**src/sv/gdram_pixel_set_clear_sequencer_macros.svh**
```systemverilog
// Assertion helpers shared by the sequencer modules.
// Each macro expects i_clk and i_rst_n to be visible in the module that uses it.
`ifndef GDRAM_PIXEL_SET_CLEAR_SEQUENCER_MACROS_SVH
`define GDRAM_PIXEL_SET_CLEAR_SEQUENCER_MACROS_SVH

// Same-cycle implication.
`define GPSC_ASSERT_IMPLY(label, ante, cons) \
    label: assert property (@(posedge i_clk) disable iff (!i_rst_n) (ante) |-> (cons)) \
        else $error("gpsc: same-cycle check failed");

// Next-cycle implication.
`define GPSC_ASSERT_NEXT(label, ante, cons) \
    label: assert property (@(posedge i_clk) disable iff (!i_rst_n) (ante) |=> (cons)) \
        else $error("gpsc: next-cycle check failed");

`endif

```
**src/sv/gpsc_pkg.sv**
```systemverilog
package gpsc_pkg;

    // Request kinds carried on the input tuser.
    localparam logic [1:0] REQ_SET   = 2'd0;
    localparam logic [1:0] REQ_CLEAR = 2'd1;
    localparam logic [1:0] REQ_READ  = 2'd2;

    // Panel command bytes.
    localparam logic [7:0] CMD_EXTENDED    = 8'h34;
    localparam logic [7:0] CMD_GRAPHICS_ON = 8'h36;
    localparam logic [7:0] ADDR_BASE       = 8'h80;

    // Read-back progress.
    localparam logic [1:0] READS_NONE  = 2'd0;
    localparam logic [1:0] READS_DUMMY = 2'd1;

    // Beat positions inside a burst.
    localparam logic [2:0] BEAT_FIRST      = 3'd0;
    localparam logic [2:0] BEAT_SECOND     = 3'd1;
    localparam logic [2:0] BEAT_THIRD      = 3'd2;
    localparam logic [2:0] BEAT_FOURTH     = 3'd3;
    localparam logic [2:0] LAST_REQ_BEAT   = 3'd6;
    localparam logic [2:0] LAST_WRITE_BEAT = 3'd3;

    typedef enum logic [3:0] {
        BURST_NONE  = 4'b0001,
        BURST_DROP  = 4'b0010,
        BURST_REQ   = 4'b0100,
        BURST_WRITE = 4'b1000
    } t_burst_kind;

    typedef struct packed {
        t_burst_kind kind;
        logic [4:0]  row;
        logic [3:0]  col;
        logic [7:0]  hi;
        logic [7:0]  lo;
    } t_burst;

    typedef struct packed {
        logic       rs;
        logic       rw;
        logic [7:0] data;
        logic       dropped;
        logic       last;
    } t_beat;

endpackage

```
**src/sv/gdram_pixel_set_clear_sequencer.sv**
```systemverilog
// Pixel set/clear sequencer for a 128x64 graphics RAM behind a parallel panel bus.
// Input stream (s_axis): tuser carries the request kind (set, clear, read return);
// tdata carries the pixel coordinates and the byte read back from the panel.
// Output stream (m_axis): one beat per bus operation; tuser tells command from data,
// write from read strobe, and flags a refused request; tlast closes each run.
// A set or clear request yields seven beats: mode, graphics-on, row and column
// commands, then three read strobes. The third read return yields four beats that
// re-address the word and write the modified high and low bytes.
// Throughput is set by the beat emitter, which issues one beat per cycle while the
// receiver holds m_axis_tready high; a refused request yields one beat, and read
// returns that produce nothing are absorbed without output, even during a burst.
// An accepted input beat reaches its first output beat through the input register,
// the emitter's burst state and the output register.
// Synchronous reset clears the pending read-back and empties these registers.
// When the receiver holds m_axis_tready low, the emitter halts on its current beat,
// the input register fills, and s_axis_tready drops until the output drains.
module gdram_pixel_set_clear_sequencer (
    input  logic        i_clk,
    input  logic        i_rst_n,
    input  logic        s_axis_tvalid,
    output logic        s_axis_tready,
    // [6:0] pix_x, [12:7] pix_y, [20:13] read_byte, [23:21] zero
    input  logic [23:0] s_axis_tdata,
    // [1:0] req_type
    input  logic [1:0]  s_axis_tuser,
    output logic        m_axis_tvalid,
    input  logic        m_axis_tready,
    // [7:0] bus_byte
    output logic [7:0]  m_axis_tdata,
    // [0] bus_rs, [1] bus_rw, [2] dropped
    output logic [2:0]  m_axis_tuser,
    output logic        m_axis_tlast
);

    logic       r_in_valid;
    logic [1:0] r_req_type;
    logic [6:0] r_pix_x;
    logic [5:0] r_pix_y;
    logic [7:0] r_read_byte;

    gpsc_pkg::t_burst w_burst;
    gpsc_pkg::t_beat  w_beat;
    logic             w_can_load;
    logic             w_take;
    logic             w_load;

    // Items that produce nothing are absorbed even while a burst is being emitted.
    assign w_take = r_in_valid && (w_burst.kind == gpsc_pkg::BURST_NONE || w_can_load);
    assign w_load = w_take && (w_burst.kind != gpsc_pkg::BURST_NONE);
    assign s_axis_tready = !r_in_valid || w_take;

    always_ff @(posedge i_clk) begin
        if (!i_rst_n) begin
            r_in_valid <= 1'b0;
        end else if (s_axis_tvalid && s_axis_tready) begin
            r_in_valid <= 1'b1;
        end else if (w_take) begin
            r_in_valid <= 1'b0;
        end
    end

    always_ff @(posedge i_clk) begin
        if (s_axis_tvalid && s_axis_tready) begin
            r_req_type  <= s_axis_tuser;
            r_pix_x     <= s_axis_tdata[6:0];
            r_pix_y     <= s_axis_tdata[12:7];
            r_read_byte <= s_axis_tdata[20:13];
        end
    end

    gpsc_core u_core (
        .i_clk       (i_clk),
        .i_rst_n     (i_rst_n),
        .i_take      (w_take),
        .i_req_type  (r_req_type),
        .i_pix_x     (r_pix_x),
        .i_pix_y     (r_pix_y),
        .i_read_byte (r_read_byte),
        .o_burst     (w_burst)
    );

    gpsc_emit u_emit (
        .i_clk      (i_clk),
        .i_rst_n    (i_rst_n),
        .i_load     (w_load),
        .i_burst    (w_burst),
        .i_m_ready  (m_axis_tready),
        .o_can_load (w_can_load),
        .o_m_valid  (m_axis_tvalid),
        .o_beat     (w_beat)
    );

    assign m_axis_tdata = w_beat.data;
    assign m_axis_tuser = {w_beat.dropped, w_beat.rw, w_beat.rs};
    assign m_axis_tlast = w_beat.last;

endmodule

```
**src/sv/gpsc_core.sv**
```systemverilog
`include "gdram_pixel_set_clear_sequencer_macros.svh"

module gpsc_core (
    input  logic                 i_clk,
    input  logic                 i_rst_n,
    input  logic                 i_take,
    input  logic [1:0]           i_req_type,
    input  logic [6:0]           i_pix_x,
    input  logic [5:0]           i_pix_y,
    input  logic [7:0]           i_read_byte,
    output gpsc_pkg::t_burst     o_burst
);

    logic       r_pending,   n_pending;
    logic       r_op_clear,  n_op_clear;
    logic [4:0] r_word_row,  n_word_row;
    logic [3:0] r_word_col,  n_word_col;
    logic [3:0] r_bit_index, n_bit_index;
    logic [1:0] r_reads,     n_reads;
    logic [7:0] r_high_byte, n_high_byte;

    logic [7:0] w_mask;
    logic [7:0] w_hi_mod;
    logic [7:0] w_lo_mod;

    // One-hot mask within the byte; bit 0 of the word is the leftmost pixel.
    assign w_mask   = 8'h80 >> r_bit_index[2:0];
    assign w_hi_mod = r_op_clear ? (r_high_byte & ~w_mask) : (r_high_byte | w_mask);
    assign w_lo_mod = r_op_clear ? (i_read_byte & ~w_mask) : (i_read_byte | w_mask);

    always_comb begin
        n_pending   = r_pending;
        n_op_clear  = r_op_clear;
        n_word_row  = r_word_row;
        n_word_col  = r_word_col;
        n_bit_index = r_bit_index;
        n_reads     = r_reads;
        n_high_byte = r_high_byte;
        o_burst.kind = gpsc_pkg::BURST_NONE;
        o_burst.row  = r_word_row;
        o_burst.col  = r_word_col;
        o_burst.hi   = r_high_byte;
        o_burst.lo   = i_read_byte;
        unique case (i_req_type)
            gpsc_pkg::REQ_SET, gpsc_pkg::REQ_CLEAR: begin
                if (r_pending) begin
                    o_burst.kind = gpsc_pkg::BURST_DROP;
                end else begin
                    n_pending   = 1'b1;
                    n_op_clear  = i_req_type[0];
                    // The lower half of the screen sits in columns 8 to 15.
                    n_word_row  = i_pix_y[4:0];
                    n_word_col  = {i_pix_y[5], i_pix_x[6:4]};
                    n_bit_index = i_pix_x[3:0];
                    n_reads     = gpsc_pkg::READS_NONE;
                    o_burst.kind = gpsc_pkg::BURST_REQ;
                    o_burst.row  = n_word_row;
                    o_burst.col  = n_word_col;
                end
            end
            gpsc_pkg::REQ_READ: begin
                if (r_pending) begin
                    priority if (r_reads == gpsc_pkg::READS_NONE) begin
                        n_reads = gpsc_pkg::READS_DUMMY;
                    end else if (r_reads == gpsc_pkg::READS_DUMMY) begin
                        n_high_byte = i_read_byte;
                        n_reads     = r_reads + 2'd1;
                    end else begin
                        n_pending    = 1'b0;
                        n_reads      = gpsc_pkg::READS_NONE;
                        o_burst.kind = gpsc_pkg::BURST_WRITE;
                        o_burst.hi   = r_bit_index[3] ? r_high_byte : w_hi_mod;
                        o_burst.lo   = r_bit_index[3] ? w_lo_mod : i_read_byte;
                    end
                end
            end
            default: begin
            end
        endcase
    end

    always_ff @(posedge i_clk) begin
        if (!i_rst_n) begin
            r_pending   <= 1'b0;
            r_op_clear  <= 1'b0;
            r_word_row  <= '0;
            r_word_col  <= '0;
            r_bit_index <= '0;
            r_reads     <= gpsc_pkg::READS_NONE;
            r_high_byte <= '0;
        end else if (i_take) begin
            r_pending   <= n_pending;
            r_op_clear  <= n_op_clear;
            r_word_row  <= n_word_row;
            r_word_col  <= n_word_col;
            r_bit_index <= n_bit_index;
            r_reads     <= n_reads;
            r_high_byte <= n_high_byte;
        end
    end

    `GPSC_ASSERT_NEXT(a_req_sets_pending,
        i_take && o_burst.kind == gpsc_pkg::BURST_REQ, r_pending)
    `GPSC_ASSERT_NEXT(a_write_ends_pending,
        i_take && o_burst.kind == gpsc_pkg::BURST_WRITE, !r_pending)
    `GPSC_ASSERT_IMPLY(a_idle_no_reads, !r_pending, r_reads == gpsc_pkg::READS_NONE)

endmodule

```
**src/sv/gpsc_emit.sv**
```systemverilog
`include "gdram_pixel_set_clear_sequencer_macros.svh"

module gpsc_emit (
    input  logic                 i_clk,
    input  logic                 i_rst_n,
    input  logic                 i_load,
    input  gpsc_pkg::t_burst     i_burst,
    input  logic                 i_m_ready,
    output logic                 o_can_load,
    output logic                 o_m_valid,
    output gpsc_pkg::t_beat      o_beat
);

    logic                  r_busy;
    gpsc_pkg::t_burst_kind r_kind;
    logic [2:0]            r_idx;
    logic [4:0]            r_row;
    logic [3:0]            r_col;
    logic [7:0]            r_hi;
    logic [7:0]            r_lo;
    logic                  r_out_valid;
    gpsc_pkg::t_beat       r_out_beat;

    gpsc_pkg::t_beat w_beat;
    logic            w_out_free;
    logic            w_adv;

    assign w_out_free = !r_out_valid || i_m_ready;
    assign w_adv      = r_busy && w_out_free;
    assign o_can_load = !r_busy || (w_adv && w_beat.last);
    assign o_m_valid  = r_out_valid;
    assign o_beat     = r_out_beat;

    always_comb begin
        w_beat = '0;
        unique case (r_kind)
            gpsc_pkg::BURST_REQ: begin
                w_beat.last = (r_idx == gpsc_pkg::LAST_REQ_BEAT);
                unique case (r_idx)
                    gpsc_pkg::BEAT_FIRST:  w_beat.data = gpsc_pkg::CMD_EXTENDED;
                    gpsc_pkg::BEAT_SECOND: w_beat.data = gpsc_pkg::CMD_GRAPHICS_ON;
                    gpsc_pkg::BEAT_THIRD:  w_beat.data = gpsc_pkg::ADDR_BASE + {3'd0, r_row};
                    gpsc_pkg::BEAT_FOURTH: w_beat.data = gpsc_pkg::ADDR_BASE + {4'd0, r_col};
                    default: begin
                        // Read strobes: the first one returns dummy data.
                        w_beat.rs = 1'b1;
                        w_beat.rw = 1'b1;
                    end
                endcase
            end
            gpsc_pkg::BURST_WRITE: begin
                w_beat.last = (r_idx == gpsc_pkg::LAST_WRITE_BEAT);
                unique case (r_idx)
                    gpsc_pkg::BEAT_FIRST:  w_beat.data = gpsc_pkg::ADDR_BASE + {3'd0, r_row};
                    gpsc_pkg::BEAT_SECOND: w_beat.data = gpsc_pkg::ADDR_BASE + {4'd0, r_col};
                    gpsc_pkg::BEAT_THIRD: begin
                        w_beat.rs   = 1'b1;
                        w_beat.data = r_hi;
                    end
                    default: begin
                        w_beat.rs   = 1'b1;
                        w_beat.data = r_lo;
                    end
                endcase
            end
            gpsc_pkg::BURST_DROP: begin
                w_beat.dropped = 1'b1;
                w_beat.last    = 1'b1;
            end
            default: begin
                w_beat.last = 1'b1;
            end
        endcase
    end

    always_ff @(posedge i_clk) begin
        if (!i_rst_n) begin
            r_busy <= 1'b0;
            r_kind <= gpsc_pkg::BURST_NONE;
            r_idx  <= '0;
        end else if (i_load) begin
            r_busy <= 1'b1;
            r_kind <= i_burst.kind;
            r_idx  <= gpsc_pkg::BEAT_FIRST;
        end else if (w_adv && w_beat.last) begin
            r_busy <= 1'b0;
        end else if (w_adv) begin
            r_idx  <= r_idx + 3'd1;
        end
    end

    always_ff @(posedge i_clk) begin
        if (i_load) begin
            r_row <= i_burst.row;
            r_col <= i_burst.col;
            r_hi  <= i_burst.hi;
            r_lo  <= i_burst.lo;
        end
    end

    always_ff @(posedge i_clk) begin
        if (!i_rst_n) begin
            r_out_valid <= 1'b0;
        end else if (w_adv) begin
            r_out_valid <= 1'b1;
        end else if (i_m_ready) begin
            r_out_valid <= 1'b0;
        end
    end

    always_ff @(posedge i_clk) begin
        if (w_adv) begin
            r_out_beat <= w_beat;
        end
    end

    `GPSC_ASSERT_IMPLY(a_req_idx_range, r_busy && r_kind == gpsc_pkg::BURST_REQ, r_idx <= gpsc_pkg::LAST_REQ_BEAT)
    `GPSC_ASSERT_IMPLY(a_write_idx_range, r_busy && r_kind == gpsc_pkg::BURST_WRITE, r_idx <= gpsc_pkg::LAST_WRITE_BEAT)
    `GPSC_ASSERT_IMPLY(a_drop_single, r_busy && r_kind == gpsc_pkg::BURST_DROP, r_idx == gpsc_pkg::BEAT_FIRST)

endmodule
```
**config.mk**
```make
export PLATFORM = sky130hd
export DESIGN_NAME = gdram_pixel_set_clear_sequencer
export DESIGN_NICKNAME = d
export VERILOG_FILES = /design/src/sv/gpsc_pkg.sv /design/src/sv/gdram_pixel_set_clear_sequencer.sv /design/src/sv/gpsc_core.sv /design/src/sv/gpsc_emit.sv
export VERILOG_INCLUDE_DIRS = /design/src /design/src/sv
export SDC_FILE = /design/constraint.sdc
export NUM_CORES = 1
export LEC_CHECK = 0
export BUFFER_PORTS_ARGS = -buffer_cell sky130_fd_sc_hd__clkbuf_2
export CAP_MARGIN = 20
export CORE_MARGIN = 4
export CORE_UTILIZATION = 45
export CTS_CLUSTER_DIAMETER = 30
export DETAILED_ROUTE_END_ITERATION = 8
export PLACE_DENSITY = 0.66
export SKIP_LAST_GASP = 1
export SLEW_MARGIN = 20
export SYNTH_ARGS = -nofsm -noshare
export SYNTH_HDL_FRONTEND = slang
export SYNTH_SLANG_ARGS = --single-unit
```
**constraint.sdc**
```tcl
create_clock -name i_clk -period 4.1 [get_ports i_clk]
set_clock_uncertainty 0.15 [all_clocks]
set_input_delay 0.205 -clock i_clk [delete_from_list [all_inputs] [get_ports i_clk]]
set_output_delay 0.205 -clock i_clk [all_outputs]
set_load 0.05 [all_outputs]
```
### Word-level counts from Yosys, hierarchy flattened

Index checks and enable logic that the tools add are counted.

* bitwise logic cells: 9
* equal/unequal tests: 14
* reduce and logical (&&, ||, !) cells: 28
* shifts and indexed selects: 1
* $add $sub $neg: 4
* multiplexer cells: 38

Operators by type and width (number)
* $mux 16: 4
* $mux 8: 4
* $pmux 8 s4: 1
* $pmux 8 s3: 1
* $mux 9: 2
* $and 8x8->8: 2
* $or 8x8->8: 2
* $pmux 8 s2: 1
* $mux 4: 3
* $mux 1: 11
* $mux 2: 5
* $add 8x4->8 const A: 1
* $add 8x5->8 const A: 1
* $not 8->8: 1
* $pmux 4 s2: 1
* $reduce_bool 2->1: 4
* $shr 8x3->8 const A: 1
* $eq 3x2->1 const B: 2
* $pmux 1 s2: 3
* $reduce_or 2->1: 3
* $logic_and 1x1->1: 5
* $reduce_and 5->1: 1
* $eq 2x1->1 const B: 2
* $eq 4x1->1 const B: 1
* other kinds (22): 32

* output and inout bits: 14
* register bits: 95

### Longest topological paths before layout

* depth in word-level cells: 11
* depth in mapped cells: 9
* depth with buffers taken out: 7

### By module

Synthesis repeated with hierarchy kept, for this count alone.

* cell total of the unflattened synthesis: 366
* area total of the unflattened synthesis: 4264.1 um^2

By module, submodules not included
* gpsc_emit: seq. area each 1291.2 um^2, area each 1950.6 um^2, times used 1, cells an instance 145
* gpsc_core: seq. area each 500.5 um^2, area each 1537.7 um^2, times used 1, cells an instance 188
* gdram_pixel_set_clear_sequencer: seq. area each 710.7 um^2, area each 775.7 um^2, times used 1, cells an instance 33

### Worst setup path after synthesis

OpenSTA, ideal clock, no wires.

* path kind: register -> register
* from: register u_emit.r_idx[1]
* to: register r_pix_x[0] (enable)
* buffers on the path: 0
* arrival time: 2.591 ns
* required time: 3.594 ns
* cell stages (with the launch flop): 8
* path slack: 1.003 ns
* path through: dfxtp_1 ha_1 ha_1 or3b_1 o21ai_1 a21o_1 nand4_1 and2_1

* word-level cells in the longest chain between the ends: 8
* elaborated cells between the ends (all ways): 9
* classes of those cells: 2 x eq/ne; 1 x mux; 6 x reduce/logical

Ends and longest elaborated chain
* start: declaration: RTL line gpsc_emit.sv:16 `logic [2:0] r_idx;`
* start signal: assignment: RTL line gpsc_emit.sv:84 `r_idx <= gpsc_pkg::BEAT_FIRST;`
* start signal: assignment: RTL line gpsc_emit.sv:88 `r_idx <= r_idx + 3'd1;`
* $eq 3x2->1 / $eq 3x3->1 (equally long branches): RTL line gpsc_emit.sv:52, gpsc_emit.sv:38
* $pmux 1 s2 (*): RTL line gpsc_emit.sv:36 `unique case (r_kind)`
* $logic_and 1x1->1 (*): RTL line gpsc_emit.sv:30 `assign o_can_load = !r_busy || (w_adv && w_beat.last);`
* $logic_or 1x1->1 (*): RTL line gpsc_emit.sv:30
* $logic_or 1x1->1 (*): RTL line gdram_pixel_set_clear_sequencer.sv:48 `assign w_take = r_in_valid && (w_burst.kind == gpsc_pkg::BURST_NONE || w_can_load);`
* $logic_and 1x1->1 (*): RTL line gdram_pixel_set_clear_sequencer.sv:48
* $logic_or 1x1->1 (*): RTL line gdram_pixel_set_clear_sequencer.sv:50 `assign s_axis_tready = !r_in_valid || w_take;`
* net s_axis_tready: RTL line gdram_pixel_set_clear_sequencer.sv:21 `output logic s_axis_tready,`
* $logic_and 1x1->1 (*): RTL line gdram_pixel_set_clear_sequencer.sv:63 `if (s_axis_tvalid && s_axis_tready) begin`
* end signal: assignment: RTL line gdram_pixel_set_clear_sequencer.sv:65 `r_pix_x <= s_axis_tdata[6:0];`
* end: declaration: RTL line gdram_pixel_set_clear_sequencer.sv:37 `logic [6:0] r_pix_x;`

Mark *: on every way through the listed nets, which the timed path passes. The rest lies on a longest branch.
A chain may end at the register's enable or synchronous reset.

### Worst setup path after layout

* from: register u_emit.r_idx[2]
* to: output s_axis_tready

* word-level cells in the longest chain between the ends: 7
* elaborated cells between the ends (all ways): 8
* classes of those cells: 2 x eq/ne; 1 x mux; 5 x reduce/logical

Ends and longest elaborated chain (RTL line)
* $eq 3x2->1 / $eq 3x3->1 (equally long branches): gpsc_emit.sv:52, gpsc_emit.sv:38
* $pmux 1 s2 (*): gpsc_emit.sv:36
* $logic_and 1x1->1 (*): gpsc_emit.sv:30
* $logic_or 1x1->1 (*): gpsc_emit.sv:30
* $logic_or 1x1->1 (*): gdram_pixel_set_clear_sequencer.sv:48
* $logic_and 1x1->1 (*): gdram_pixel_set_clear_sequencer.sv:48
* $logic_or 1x1->1 (*): gdram_pixel_set_clear_sequencer.sv:50
* end: declaration: gdram_pixel_set_clear_sequencer.sv:21

Mark *: on every way between the ends. The rest lies on a longest branch, timed or not.

==> summary.md <==
| Metric | Value |
|---|---|
| Port Buffers | 40 |
| Synth Area per Inst | 11.6 um^2 |
| Core ar. | 8760 um^2 |
| Vias in the first global route | 2,718 |
| CTS root buf | clkbuf_8 |
| Post-synthesis sequential area ratio | 0.612 |
| CTS H-Tree Depth | 3 |
| # hold bufs at CTS | 24 |
| # rows | 34 |
| Reg2reg start | u_emit.r_idx[2]$_SDFFE_PP0P_ |
| FILL cells | 757 |
| First-pass GRT wire length | 13.2 mm |
| Req. time, crit path | 3.74 ns |
| CTS resizes | 0 |
| Crit Path Max Fanout | 14 |
| Final Routed Wirelength | 7.49 mm |
| Clock Latency Late Sink | 0.34 ns |
| Setup crit end kind | output port |
| Max Clock Freq | 0.343 GHz |
| NumNets Final | 446 |
| Mapped Cells | 353 |
| HP Start | m_axis_tready |
| Fin area | 4760 um^2 |
| Initial antenna violation count | 0 |
| Unrepaired setup endpoints after global routing | no |
| Most common cell in the netlist | edfxtp_1 |
| Flop-to-flop setup slack | 1.31 ns |
| Most frequent cells after synthesis | 60 x edfxtp_1, 42 x nand2_1, 35 x dfxtp_1 |
| Die X | 103 um |
| Register bit total from synthesis | 95 |
| CTS Buf Count | 9 |
| R2R depth | 8 |
| Diode count | 0 |
| Initial Util | 0.466 |
| Detail Route Antenna Nets | 0 |
| Final hold violation count | 0 |
| Wire per inst | 14.3 um |
| Top cells by area, synth | edfxtp_1 44%, dfxtp_1 17%, nand2_1 3.9%, o21ai_0 2.9%, o31ai_1 2.8% |
| Sink Count | 95 |
| Synthesized area | 4090 um^2 |
| Reg clk slew, reported paths | 0.09 ns |
| Ys async rst share | 0 |
| Post-synth top area cell | edfxtp_1 |
| Worst-Margin Slew | 0.936 ns |
| Prevailing post-synth register cell | edfxtp_1 |
| CTS tree | yes |
| DIE AREA | 10,700 um^2 |
| Detail-routed via count per cell | 5.33 |
| # setup viols final | 0 |
| DRT Pass-1 Iters | 5 |
| Syn nets | 388 |
| Max IR drop VDD | 0.192 mV |
| Share of cells above drive strength 1 | 0.171 |
| Synth-to-Final Area Change | 16.6% |
| Worst hold stages | 3 |
| Core Util, Final | 0.544 |
| Setup CP Type | register to output port |
| # IOs | 44 |
| Yosys top cell area share | 0.441 |
| Max clock buf depth | 2 |
| Pwr Density | 380 nW/um^2 |
| Relative slew slack | 0.376 |
| Leak pwr | 1.67 nW |
| Largest net degree at the start of global routing | 58 |
| Grt total ovfl | 0 |
| Crit path DAT | 2.56 ns |
| Die height | 103 um |
| Vias | 2,794 |
| Synth cell types | 53 |
| Slew Viols, Final | 0 |
| Total Routing Usage GR | 0.158 |
| Drt initial violations | 130 |
| R2r endpoint | r_read_byte[3]$_DFFE_PP_ |
| Fin crit share | 0.712 |
| Post-CTS Setup Bufs | 0 |
| Detailed-placement wirelength estimate | 5.01 mm |
| Max-Cap Viols | 0 |
| Outcome | completed |
| WHS Endpoint | u_emit.o_m_valid$_SDFFE_PN0P_ |
| Min Tclk post-route | 2.92 ns |
| HP Class | input port to register |
| Ys Warns | 0 |
| CP startpoint kind | register |
| Final Power | 1.81 mW |
| DRC viols | 0 |
| EDFF count, synth | 60 |
| Routability Congestion | 0.840 |
| Setup TNS | 0 ns |
| DP Area | 4340 um^2 |
[flip-flops by register name, summed over array words and instances (netlist names), 2 cells and up]
| name | count |
|---|---|
| u_emit.r_idx | 3 |
| r_pix_y | 6 |
| u_core.r_bit_index | 4 |
| u_emit.r_row | 5 |
| r_read_byte | 8 |
| r_pix_x | 7 |
| u_emit.r_lo | 8 |
| u_emit.r_col | 4 |
| u_emit.o_beat | 12 |
| u_core.r_reads | 2 |
| r_req_type | 2 |
| u_core.r_word_col | 4 |
| u_emit.r_kind | 4 |
| u_emit.r_hi | 8 |
| u_core.r_high_byte | 8 |
| u_core.r_word_row | 5 |
[report_power, final]
| part | total (mW) | switching [mW] | internal, mW |
|---|---|---|---|
| logic | 0.139 | 0.0755 | 0.0639 |
| clock network | 0.573 | 0.300 | 0.273 |
| registers | 1.10 | 0.0341 | 1.06 |
[worst max path at each step]
stage                                             from  cells after the start  slack [ns]                       end
final                     u_emit.r_idx[2]$_SDFFE_PP0P_                      7        1.18             s_axis_tready
after global routing      u_emit.r_idx[2]$_SDFFE_PP0P_                      7        0.99             s_axis_tready
after CTS                 u_emit.r_idx[2]$_SDFFE_PP0P_                      7        1.14             s_axis_tready
after detailed placement  u_emit.r_idx[2]$_SDFFE_PP0P_                      8        1.30  r_read_byte[5]$_DFFE_PP_
after global placement    u_emit.r_idx[2]$_SDFFE_PP0P_                      8        1.34  r_read_byte[5]$_DFFE_PP_
after floorplan           u_emit.r_idx[1]$_SDFFE_PP0P_                      7        1.00      r_pix_x[0]$_DFFE_PP_
[critical path: stages (launching register included)]
cell,delay [ns]
dfxtp_1,0.63
inv_1,0.14
ha_1,0.28
or3b_1,0.38
o21ai_1,0.20
a21o_1,0.19
nand4_1,0.13
clkbuf_2,0.27
[metal layers]
| metal | global-route usage | wire length, um | vias to the layer above |
|---|---|---|---|
| li1 | - | - | 1435 |
| met1 | 0.229 | 3590 | 1290 |
| met3 | 0.0295 | 305 | 9 |
| met2 | 0.241 | 3490 | 60 |
| met5 | 0 | 0 | - |
| met4 | 0.0478 | 104 | 0 |
[final cells by class]
| cell class | count | area (um^2) | area share |
|---|---|---|---|
| clock buffers | 13 | 170 | 0.0357 |
| inverters | 7 | 26.3 | 0.00551 |
| well taps | 108 | 135 | 0.0284 |
| multi-input cells | 231 | 1450 | 0.304 |
| flip-flops and latches | 95 | 2500 | 0.525 |
| repair buffers | 67 | 463 | 0.0972 |
| clock inverters | 3 | 17.5 | 0.00368 |
[through the flow]
step | hold slack (ns) | worst slack, ns | std cells
floorplan | 0.154 | 1.00 | 353
global placement | 0.231 | 1.34 | 484
detailed placement | 0.234 | 1.30 | 484
CTS | 0.0449 | 1.14 | 524
global route | 0.0670 | 0.993 | 524
finish | 0.0568 | 1.18 | 524
[cells in the final DEF (no fill, tap or decap), types with 2 or more instances in the layout]
cell type      instances
mux2i_1                9
ha_1                   5
nand3_1               16
dlygate4sd3_1         24
nand4_1                2
nor2_1                26
o21a_1                 4
inv_1                  7
clkinv_2               2
a21oi_1               14
clkbuf_1               2
o22ai_1                5
o21ai_0               24
and2_1                 3
nor2b_1                8
or3_1                  2
dfxtp_1               35
o41ai_1                4
buf_4                  3
clkbuf_8              10
nand2b_1               5
o31ai_1               15
a22o_1                 2
mux2_2                 9
edfxtp_1              60
nor4b_1                2
a22oi_1                6
and3_1                 2
clkbuf_2              39
a222oi_1               4
nand2_1               42
[kinds of logic after synthesis]
group	after synthesis	share of synthesized area
mux	18	0.0468
flops	95	0.612
buf+inv	27	0.0343
xor+xnor	1	0.00214
simple gates	114	0.134
compound gates	93	0.155
fa+ha+maj	5	0.0153
Power figures use the tool's default switching activity.
